`src/rtl/dlte_ram.sv`:
```
// simple dual-port memory, one write and one registered read per cycle
module dlte_ram #(
    parameter int W  = 16,
    parameter int AW = 4
) (
    input  logic          i_clk,
    input  logic          i_we,
    input  logic [AW-1:0] i_waddr,
    input  logic [W-1:0]  i_wdata,
    input  logic          i_re,
    input  logic [AW-1:0] i_raddr,
    output logic [W-1:0]  o_rdata
);

    logic [W-1:0] r_mem [2**AW];
    logic [W-1:0] r_rdata;

    always_ff @(posedge i_clk) begin
        if (i_we) begin
            r_mem[i_waddr] <= i_wdata;
        end
        if (i_re) begin
            r_rdata <= r_mem[i_raddr];
        end
    end

    assign o_rdata = r_rdata;

endmodule

```
`config.mk`:
```
export PLATFORM = sky130hd
export DESIGN_NAME = dlte_ram
export DESIGN_NICKNAME = d
export VERILOG_FILES = /design/src/rtl/dlte_ram.sv
export SDC_FILE = /design/constraint.sdc
export NUM_CORES = 1
export LEC_CHECK = 0
export BUFFER_PORTS_ARGS = -buffer_cell sky130_fd_sc_hd__buf_2
export CAP_MARGIN = 40
export CORE_MARGIN = 1
export CORE_UTILIZATION = 25
export CTS_CLUSTER_SIZE = 28
export DETAILED_ROUTE_END_ITERATION = 10
export GPL_ROUTABILITY_DRIVEN = 0
export PLACE_DENSITY = 0.42
export SYNTH_ARGS = -nofsm -noshare
export SYNTH_HDL_FRONTEND = slang
export SYNTH_SLANG_ARGS = --single-unit
export TNS_END_PERCENT = 5
```
`constraint.sdc`:
```
create_clock -name i_clk -period 4 [get_ports i_clk]
set_input_delay 0.6 -clock i_clk [delete_from_list [all_inputs] [get_ports i_clk]]
set_output_delay 0.6 -clock i_clk [all_outputs]
set_load 0.02 [all_outputs]
```
== Word level (Yosys, flattened, before mapping) ==
Memories as Yosys holds them, arrays and structs flattened. A register that Yosys moved wholly into a read port is not among the register bits.
Cells that the tools add are included.
Operators by class
  muxes and demuxes: 2
Operators with widths (number)
  $mux 1: 2
Storage, ports and cells
  output and inout port bits: 16
  memories kept: 1
  memory bits (writable): 256
  bits in registers: 0
Memory list
  r_mem: depth 16, width 16, rd ports 1, clocked after memory_dff 1, write ports 1, RTL line 15  | logic [W-1:0] r_mem [2**AW];

== Longest topological paths before layout ==
  depth after elaboration: 2
  mapped depth: 5
  gate-level depth less buffers: 3

== Least setup slack after synthesis ==
No wires, ideal clock.
  path type: input to register
  from: in i_waddr[2]
  to: mem r_mem[0][0] (enable)
  setup time: 409 ps
  slack: 1345 ps
  cell stages on the path: 2
  data required time: 3591 ps
  buffers on the path: 0
  arrival: 2246 ps
  cell sequence: or3b_2 -> nor3_1
RTL lines
  start: declaration: RTL line 8  | input logic [AW-1:0] i_waddr,
  end: declaration: RTL line 15
No word-level cell before the write port.

==> results.sh <==
export IMPL_place_ws_ns=1.35
export IMPL_drive_above_1_share=0.345
export IMPL_grt_pass1_wl_um=34400
export IMPL_diodes=0
export IMPL_max_clock_freq_ghz=0.481
export IMPL_synth_top_cell_area_share=0.800
export IMPL_status="complete, no violations"
export IMPL_die_w_um=204
export IMPL_worst_slack_ns=1.92
export IMPL_cts_resized=0
export IMPL_num_rows=73
export IMPL_synth_warnings=0
export IMPL_yosys_cell_types_count=18
export IMPL_reg2reg_depth=3
export IMPL_hold_ws_ns=0.424
export IMPL_ir_drop_uv=295
export IMPL_final_util=0.305
export IMPL_power_mw=6.29
export IMPL_crit_path_end_kind="flop"
export IMPL_wire_per_inst_um=21.7
export IMPL_timing_rr_end="o_rdata[0]"
export IMPL_slew_headroom=0.556
export IMPL_hold_violations=0
export IMPL_root_buffer="clkbuf_16"
export IMPL_clockBufferDepth=3
export IMPL_synth_area_um2=10200
export IMPL_dpl_cell_area_um2=11200
export IMPL_place_inst=1001
export IMPL_power_leakage_nw=3.89
export IMPL_hp_class="in2reg"
export IMPL_start_kind="input pin"
export IMPL_grt_use_total=0.114
export IMPL_cts_hold_buf=0
export IMPL_cts_setup_buffers=0
export IMPL_synth_seq_cells=272
export IMPL_final_area_um2=12200
export IMPL_nets=534
export IMPL_detail_route_antenna_nets=0
export IMPL_vias=4617
export IMPL_synthCells=432
export IMPL_drtIter0Drc=334
export IMPL_tritoncts="built"
export IMPL_reg2reg_slack_ns=2.42
export IMPL_synth_top_cell_by_area="edfxtp_1"
export IMPL_synth_area_leaders="edfxtp_1, mux4_2, mux4_1, a22oi_1, nand2_1"
export IMPL_critical_path_required_ns=4.28
export IMPL_syn2layout_area_growth_pct=19.6
export IMPL_path_clk_slew_ns=0.06
export IMPL_core_um2=40000
export IMPL_worst_slew_pin_slew_ns=0.667
export IMPL_grt_pass1_vias=5155
export IMPL_routed_wl_um=22800
export IMPL_overflow=0
export IMPL_die_h_um=204
export IMPL_ios=43
export IMPL_vias_per_cell=4.38
export IMPL_period_share=0.520
export IMPL_path_class="in2reg"
export IMPL_dieArea_um2=41600
export IMPL_final_cells=1053
export IMPL_grt_max_degree=65
export IMPL_fin_tns_setup_ns=0
export IMPL_numCtsBuffers=29
export IMPL_maxCapViolCount=0
export IMPL_start_util=0.255
export IMPL_endpoint="o_rdata[0]"
export IMPL_firstDrtPassIters=4
export IMPL_antenna_found_initial=1
export IMPL_drc=0
export IMPL_setup_viol=0
export IMPL_htree_levels=1
export IMPL_crit_start="i_raddr[1]"
export IMPL_clock_latency_ns=0.54
export IMPL_r2r_start="r_mem[2][0]"
export IMPL_ys_seq_area_frac=0.800
export IMPL_cts_sinks=272
export IMPL_syn_nets=459
export IMPL_syn_area_per_cell_um2=23.6
export IMPL_slew_viol_final=0
export IMPL_cp_max_fo=24
export IMPL_p_per_area_nw_per_um2=516
export IMPL_fin_crit_ns=2.08
export IMPL_crit_arrival_ns=2.36
export IMPL_rsz0062_at_grt="no"
export IMPL_io_buffers=42
export IMPL_hpwl_um=12900
export IMPL_fin_skew_ns=0.00888
==> report_power, final <==
| group | switching, mW | internal [mW] | leakage [nW] |
|---|---|---|---|
| Clock | 1.06 | 1.71 | 0.490 |
| Sequential | 0.0165 | 3.21 | 2.47 |
| Combinational | 0.181 | 0.117 | 0.923 |
==> metal layers <==
| layer | track usage | up-vias | share of wire |
|---|---|---|---|
| li1 | - | 2013 | - |
| met1 | 0.163 | 2448 | 0.46 |
| met2 | 0.175 | 114 | 0.46 |
| met3 | 0.0199 | 40 | 0.049 |
| met4 | 0.0344 | 2 | 0.029 |
| met5 | 0 | - | 0.00044 |
==> cells in the final DEF (no fill, tap or decap) <==
master       n
edfxtp_1   272
mux4_2      54
buf_2       41
a22oi_1     32
clkbuf_16   29
buf_4       20
nand2_1     17
nor2_2      12
mux4_1      10
clkinv_2     7
bufinv_16    6
clkinv_1     5
nor3_2       4
clkbuf_1     3
buf_8        3
nor2b_2      2
nand3b_1     2
nand2b_1     2
inv_6        2
and2_1       1
nor2_1       1
nand3_1      1
or3b_2       1
buf_12       1
==> synthesized netlist by cell type <==
| library cell | count |
|---|---|
| and2_1 | 1 |
| clkbuf_1 | 8 |
| a22oi_1 | 32 |
| edfxtp_1 | 272 |
| nor2b_1 | 2 |
| nor3_1 | 4 |
| nand2_1 | 17 |
| nand3_1 | 1 |
| buf_6 | 4 |
| buf_1 | 3 |
| buf_2 | 3 |
| buf_4 | 3 |
| nand3b_1 | 2 |
| mux4_2 | 54 |
| nor2_1 | 13 |
| mux4_1 | 10 |
| nand2b_1 | 2 |
| or3b_2 | 1 |
==> worst min-delay path by stage <==
stage	from	end	slack [ns]	cells past startpoint
after floorplan	i_wdata[0]	r_mem[0][0]	0.70	0
after global placement	r_mem[15][0]	o_rdata[0]	0.73	3
after detailed placement	r_mem[14][2]	o_rdata[2]	0.74	3
after CTS	i_wdata[5]	r_mem[2][5]	0.40	1
after global routing	i_wdata[5]	r_mem[2][5]	0.42	1
final	i_wdata[5]	r_mem[11][5]	0.42	1
==> state kept, by name (all words and copies together), names as in the netlist <==
register / flops
r_mem: 256
o_rdata: 16
==> cell families after synthesis <==
family | share of synthesized area
DFF | 0.800
muxes | 0.145
and+or+nand+nor | 0.0189
AOI/OAI and AO/OA | 0.0235
buffers and inverters | 0.0121
==> area by class of cell <==
class / count / area (um2)
multi-input combinational: 139 / 1970
sequential: 272 / 8170
clock buffer: 32 / 737
clock inverter: 20 / 251
timing repair buffer: 65 / 420
fill: 3863 / 27800
tap: 525 / 657
==> worst max-delay path, cell delays in order <==
cell     delay, ns
buf_2         0.52
buf_4         0.41
mux4_1        0.35
a22oi_1       0.34
nand2_1       0.10
(Power assumes the default switching activity.)
