## src/rtl/dlte_pkg.sv

```systemverilog
// shared types, constants and fixed-point helpers of the dense layer training engine
package dlte_pkg;

    localparam int VW        = 16;
    localparam int FRAC      = VW - 4;
    localparam int ACC_W     = 40;
    localparam int MAX_RES   = 16;
    localparam int OPA_W     = 18;
    localparam int OPB_W     = 24;
    localparam int PROD_W    = OPA_W + OPB_W;
    localparam int LO_BITS   = 20;
    localparam int UPD_SHIFT = 16 + FRAC;
    localparam int DELTA_W   = 30;

    typedef logic signed [VW-1:0]     t_val;
    typedef logic signed [ACC_W-1:0]  t_acc;
    typedef logic signed [PROD_W-1:0] t_prod;

    typedef enum logic [1:0] {
        ACT_LOAD_W = 2'd0,
        ACT_LOAD_B = 2'd1,
        ACT_FWD    = 2'd2,
        ACT_BWD    = 2'd3
    } t_action;

    localparam logic KIND_FWD = 1'b0;
    localparam logic KIND_BWD = 1'b1;

    typedef struct packed {
        t_action    action;
        logic [3:0] example;
        logic [3:0] row;
        logic [3:0] col;
        t_val       value;
        logic       row_end;
        logic       batch_end;
    } t_in_word;

    typedef struct packed {
        logic       kind;
        logic [3:0] example_res;
        logic [3:0] index;
        t_val       value_res;
        logic       last;
    } t_out_word;

    typedef struct packed {
        logic                    mul_en;
        logic signed [OPA_W-1:0] op_a;
        logic signed [OPB_W-1:0] op_b;
    } t_mac_ctl;

    typedef enum logic [4:0] {
        ST_CLEAR,
        ST_IDLE,
        ST_FWD_RD,
        ST_FWD_MUL,
        ST_FWD_ACC,
        ST_FOUT_RD,
        ST_FOUT_CALC,
        ST_FOUT_PUT,
        ST_BWD_RD,
        ST_BWD_MUL,
        ST_BWD_WG,
        ST_BWD_IG,
        ST_BIAS_RD,
        ST_BIAS_MUL,
        ST_BIAS_ACC,
        ST_BOUT_RD,
        ST_BOUT_CALC,
        ST_BOUT_PUT,
        ST_UPD_RD,
        ST_UPD_LO,
        ST_UPD_HI,
        ST_UPD_SUM,
        ST_UPD_WR
    } t_state;

    localparam logic signed [63:0] ACC_HI = (64'sd1 <<< (ACC_W - 1)) - 64'sd1;
    localparam logic signed [63:0] ACC_LO = -ACC_HI - 64'sd1;
    localparam logic signed [63:0] VAL_HI = (64'sd1 <<< (VW - 1)) - 64'sd1;
    localparam logic signed [63:0] VAL_LO = -VAL_HI - 64'sd1;
    localparam logic signed [OPB_W-1:0] BIAS_SCALE = OPB_W'(64'sd1 <<< FRAC);

    function automatic t_acc sat_acc(input logic signed [63:0] x);
        t_acc r;
        if (x > ACC_HI) begin
            r = ACC_W'(ACC_HI);
        end else if (x < ACC_LO) begin
            r = ACC_W'(ACC_LO);
        end else begin
            r = ACC_W'(x);
        end
        return r;
    endfunction

    function automatic t_val sat_val(input logic signed [63:0] x);
        t_val r;
        if (x > VAL_HI) begin
            r = VW'(VAL_HI);
        end else if (x < VAL_LO) begin
            r = VW'(VAL_LO);
        end else begin
            r = VW'(x);
        end
        return r;
    endfunction

    // round half up at scale 2^FRAC, then saturate
    function automatic t_val rescale(input logic signed [63:0] x);
        logic signed [63:0] r;
        r = (x + (64'sd1 <<< (FRAC - 1))) >>> FRAC;
        return sat_val(r);
    endfunction

endpackage

```

## src/rtl/dlte_mac.sv

```systemverilog
// shared multiplier with registered product and saturating accumulate
module dlte_mac import dlte_pkg::*; (
    input  logic     i_clk,
    input  t_mac_ctl i_ctl,
    input  t_acc     i_acc,
    output t_prod    o_prod,
    output t_acc     o_acc
);

    t_prod r_prod;

    always_ff @(posedge i_clk) begin
        if (i_ctl.mul_en) begin
            r_prod <= i_ctl.op_a * i_ctl.op_b;
        end
    end

    assign o_prod = r_prod;
    assign o_acc  = sat_acc(64'(i_acc) + 64'(r_prod));

endmodule

```

## config.mk

```make
export PLATFORM = sky130hd
export DESIGN_NAME = dlte_mac
export DESIGN_NICKNAME = d
export VERILOG_FILES = /design/src/rtl/dlte_pkg.sv /design/src/rtl/dlte_mac.sv
export SDC_FILE = /design/constraint.sdc
export NUM_CORES = 1
export LEC_CHECK = 0
export BUFFER_PORTS_ARGS = -buffer_cell sky130_fd_sc_hd__buf_2
export CORE_AREA = 2 2 237 239
export CTS_BUF_LIST = sky130_fd_sc_hd__clkbuf_4
export DETAILED_ROUTE_END_ITERATION = 6
export DIE_AREA = 0 0 239 241
export SETUP_SLACK_MARGIN = 0.15
export SLEW_MARGIN = 20
export SYNTH_ARGS = -nofsm -noshare
export SYNTH_HDL_FRONTEND = slang
export SYNTH_SLANG_ARGS = --single-unit
```

## constraint.sdc

```tcl
create_clock -name i_clk -period 19.5 [get_ports i_clk]
set_clock_uncertainty 0.15 [all_clocks]
set_input_delay 2.925 -clock i_clk [delete_from_list [all_inputs] [get_ports i_clk]]
set_output_delay 2.925 -clock i_clk [all_outputs]
set_load 0.1 [all_outputs]
```

Word-level counts from Yosys, hierarchy flattened --
Index checks and enable logic that the tools add are counted.
Cells by class: add/subtract/negate cells 1, multipliers 1, magnitude comparators 2, mux-type cells 2
Operators by type and width (number):
- 40-bit two-way mux | 2
- 40-bit by 42-bit adder with 43-bit output | 1
- 43-bit by 40-bit > comparator with 1-bit output, second input constant | 1
- 43-bit by 40-bit < comparator with 1-bit output, second input constant | 1
- 18-bit by 24-bit multiplier with 42-bit output | 1
Word-level totals: register bits 42, logic and storage cells 7

Logic depth before layout (Yosys ltp) --
word-level depth 4, depth in mapped cells 26

Worst setup path after synthesis --
Ideal clock, no wire load.
path kind input-to-output, start point input i_acc[0], end point output o_acc[0], arrival time 7530 ps, required time 16425 ps, setup slack 8895 ps, cell stages on the path 15, buffers on the path 2, path through ha_1 -> inv_1 -> fa_1 -> nand2b_1 -> a21o_1 -> a21o_1 -> and2_1 -> a31o_2 -> a21oi_1 -> a31oi_1 -> mux2i_1 -> a31oi_1 -> buf_4 -> buf_6 -> o21ai_0
On the way: longest elaborated chain between the ends 4, elaborated cells between the ends (all ways) 5, those cells by class 1 x add/sub; 2 x order compare; 2 x mux
Ends and longest elaborated chain:
- from (decl) | line dlte_mac.sv:5 | input t_acc i_acc,
- 40-bit by 42-bit adder with 43-bit output (*) | line dlte_mac.sv:19 | assign o_acc = sat_acc(64'(i_acc) + 64'(r_prod));
- 43-bit by 40-bit < comparator with 1-bit output | line dlte_pkg.sv:89 | end else if (x < ACC_LO) begin
- 40-bit two-way mux | line dlte_pkg.sv:89
- 40-bit two-way mux (*) | line dlte_pkg.sv:87 | if (x > ACC_HI) begin
- to (decl) | line dlte_mac.sv:7 | output t_acc o_acc
Mark *: on every way between the ends. The rest lies on a longest branch, timed or not.

Worst setup path in the final report --
start point input i_acc[0], end point output o_acc[7]
Same word-level chain as after synthesis.

==> impl_metrics.py <==
metrics = {
    "cells_and_area": {
        "nets": 2886,
        "finish.instance_area_sq_um": 20600,
        "largest_reg_flops": 42,
        "drive_gt1_frac": 0.0892,
        "area_delta_synth_final_pct": 7.47,
        "final_util": 0.375,
    },
    "synthesis": {
        "yosysSeqAreaShare": 0.0659,
        "yosysMostFrequentCell": "inv_1",
        "syn_avg_cell_area_sq_um": 8.91,
        "syn_nets": 2807,
        "yosys.area.top_type_share": 0.445,
        "yosysTopAreaCell": "fa_1",
        "yosys_warnings": 0,
        "synth_area_leaders": "fa_1, inv_1, ha_1",
        "ys_top_cells_by_count": "inv_1, fa_1, nand2_1, and2_1, ha_1",
        "synthesis.area_sq_um": 19100,
        "synth_edf_count": 42,
        "synth-main-ff-cell": "edfxtp_1",
        "postSynthCellCount": 2150,
        "synth-seq-cells": 42,
        "synth.distinct_cells": 60,
        "ys_async_sr_fraction": 0,
    },
    "clock_tree": {
        "ctsResizeCount": 0,
        "cts.htree.levels": 2,
        "cts_hold_buf": 0,
        "clockBufferDepth": 2,
        "postCtsSetupRepairBufs": 0,
        "clkTransAtPathRegs_ps": 110,
        "cts-root-buf": "clkbuf_4",
        "clkSinkCount": 42,
        "cts_inserted_buffers": 5,
        "cts_tree": "yes",
    },
    "place": {
        "port_buffers": 165,
        "place_area_sq_um": 20500,
        "hpwl_um": 43800,
        "place.gp.congestion": 0.883,
    },
    "global_route": {
        "grt_util_met1": 0.259,
        "top_usage_layer": "met2",
        "grt_max_degree": 43,
        "use_met2": 0.326,
        "grt_pass1_wl_um": 86400,
        "use_met3": 0.0216,
        "grt.overflow.total": 0,
        "antenna_found_initial": 6,
        "track_usage": 0.191,
        "grt_pass1_vias": 16100,
    },
    "sta": {
        "period_share": 0.510,
        "setup_tns_ps": 0,
        "finalSetupViolCount": 0,
        "slew_violations": 0,
        "hold_violations": 0,
        "rsz0062_at_grt": "no",
        "worst_pin_slew_ps": 914,
        "relSlewSlack": 0.391,
        "clock.fmax_ghz": 0.101,
        "fin_crit_ps": 9940,
    },
    "detailed_routing": {
        "drt_first_pass_iters": 5,
        "drc": 0,
        "postRouteAntennaNets": 0,
        "drt_iter0_markers": 824,
        "routed_wl_um": 54100,
        "wl_per_cell_um": 18.4,
        "vias_per_cell": 5.05,
        "via_count": 14800,
    },
    "floorplan": {
        "ios": 166,
        "die-height_um": 241,
        "core_area_sq_um": 54900,
        "floorplan.rows": 86,
        "dieArea_sq_um": 57600,
        "die_x_um": 239,
        "start_util": 0.349,
    },
    "setup_path": {
        "crit_path_start_kind": "input port",
        "worstPathArrival_ps": 6870,
        "end_kind": "output port",
        "crit_path_cell_trace": "buf_2 -> ha_1 -> inv_1 -> fa_1 -> nand2b_1 -> a21o_1 -> a21o_1 -> and2_1 -> a31o_2 -> a21oi_1 -> a31oi_1 -> mux2i_1 -> a31oi_4 -> buf_16 -> o21ai_0 -> buf_2",
        "cp_num_buf_inv": 4,
        "crit_family": "compound AO/OA/AOI/OAI gates",
        "cp_slowest_stage_delay_ps": 480,
        "crit_slowest_cell": "mux2i_1",
        "cp.required_ps": 16430,
        "cp_max_fo": 33,
        "critPathKind": "input port to output port",
    },
    "flow_run": {
        "cap_violations": 0,
    },
    "status": {
        "status": "finished, final reports clean",
    },
    "hold_path": {
        "holdCritPathClass": "input port to register",
    },
}
## final timing paths
check                    start   endpoint  slack [ps]  cells after the start
worst max-delay path  i_acc[0]   o_acc[7]        9560                     16
worst min-delay path  i_ctl[0]  o_prod[0]        3050                      2
## cells in the final DEF (no fill, tap or decap), types with 4 or more instances in the layout
cell type    n
clkbuf_4     6
o21bai_1    12
inv_1      498
o21ai_1      4
o21ai_2     10
buf_2      165
fa_1       426
and4_1       4
o21ai_0     64
ha_1       147
nor2_1      52
xnor2_1     50
a31oi_1     10
nor2b_1      8
nand4_1     12
nand2b_1    14
edfxtp_1    42
nor3_1      10
nand2_1    303
a21oi_1     79
o21a_1       6
a21o_1      27
nand3_1     15
o211ai_1     8
and3_1       9
a2111oi_0    4
and2_1     154
a211oi_1     9
xor2_1      33
## per-layer routing
metal,routed length [um],share of wire
met1,23500,0.43
met2,25500,0.47
met3,3770,0.070
met4,1310,0.024
met5,63,0.0012
## cell families (layout without fill, tap and decap cells)
group / Yosys count / count (layout) / share of synthesized area
AO/OA/AOI/OAI: 269 / 269 / 0.0907
XOR/XNOR: 83 / 83 / 0.0380
adder cells (fa/ha/maj): 573 / 573 / 0.541
buffers and inverters: 594 / 674 / 0.119
flip-flops: 42 / 42 / 0.0659
multiplexers: 1 / 1 / 0.000523
other: 0 / 2 / 0
AND/OR/NAND/NOR: 588 / 588 / 0.145
## area by class of cell
class	instances	area, sq um
multi-input cells	1514	15600
flip-flops and latches	42	1260
repair buffers	167	861
inverters	499	1870
well taps	704	881
fillers	5607	34300
clock buffers	6	45.0
clock inverters	2	13.8
diodes	2	5.00
## metrics by stage
step | hold slack (ps) | setup WS (ps) | instances
6_report | 3050 | 9560 | 2936
5_1_grt | 3040 | 9320 | 2935
3_3_place_gp | 3420 | 9530 | 2925
2_1_floorplan | 2890 | 8900 | 2150
3_5_place_dp | 3420 | 9420 | 2925
4_1_cts | 3010 | 9440 | 2933
Power is left out: the tool's default activity adds up to more than one toggle a clock period on the data nets, which glitch-free logic cannot reach.
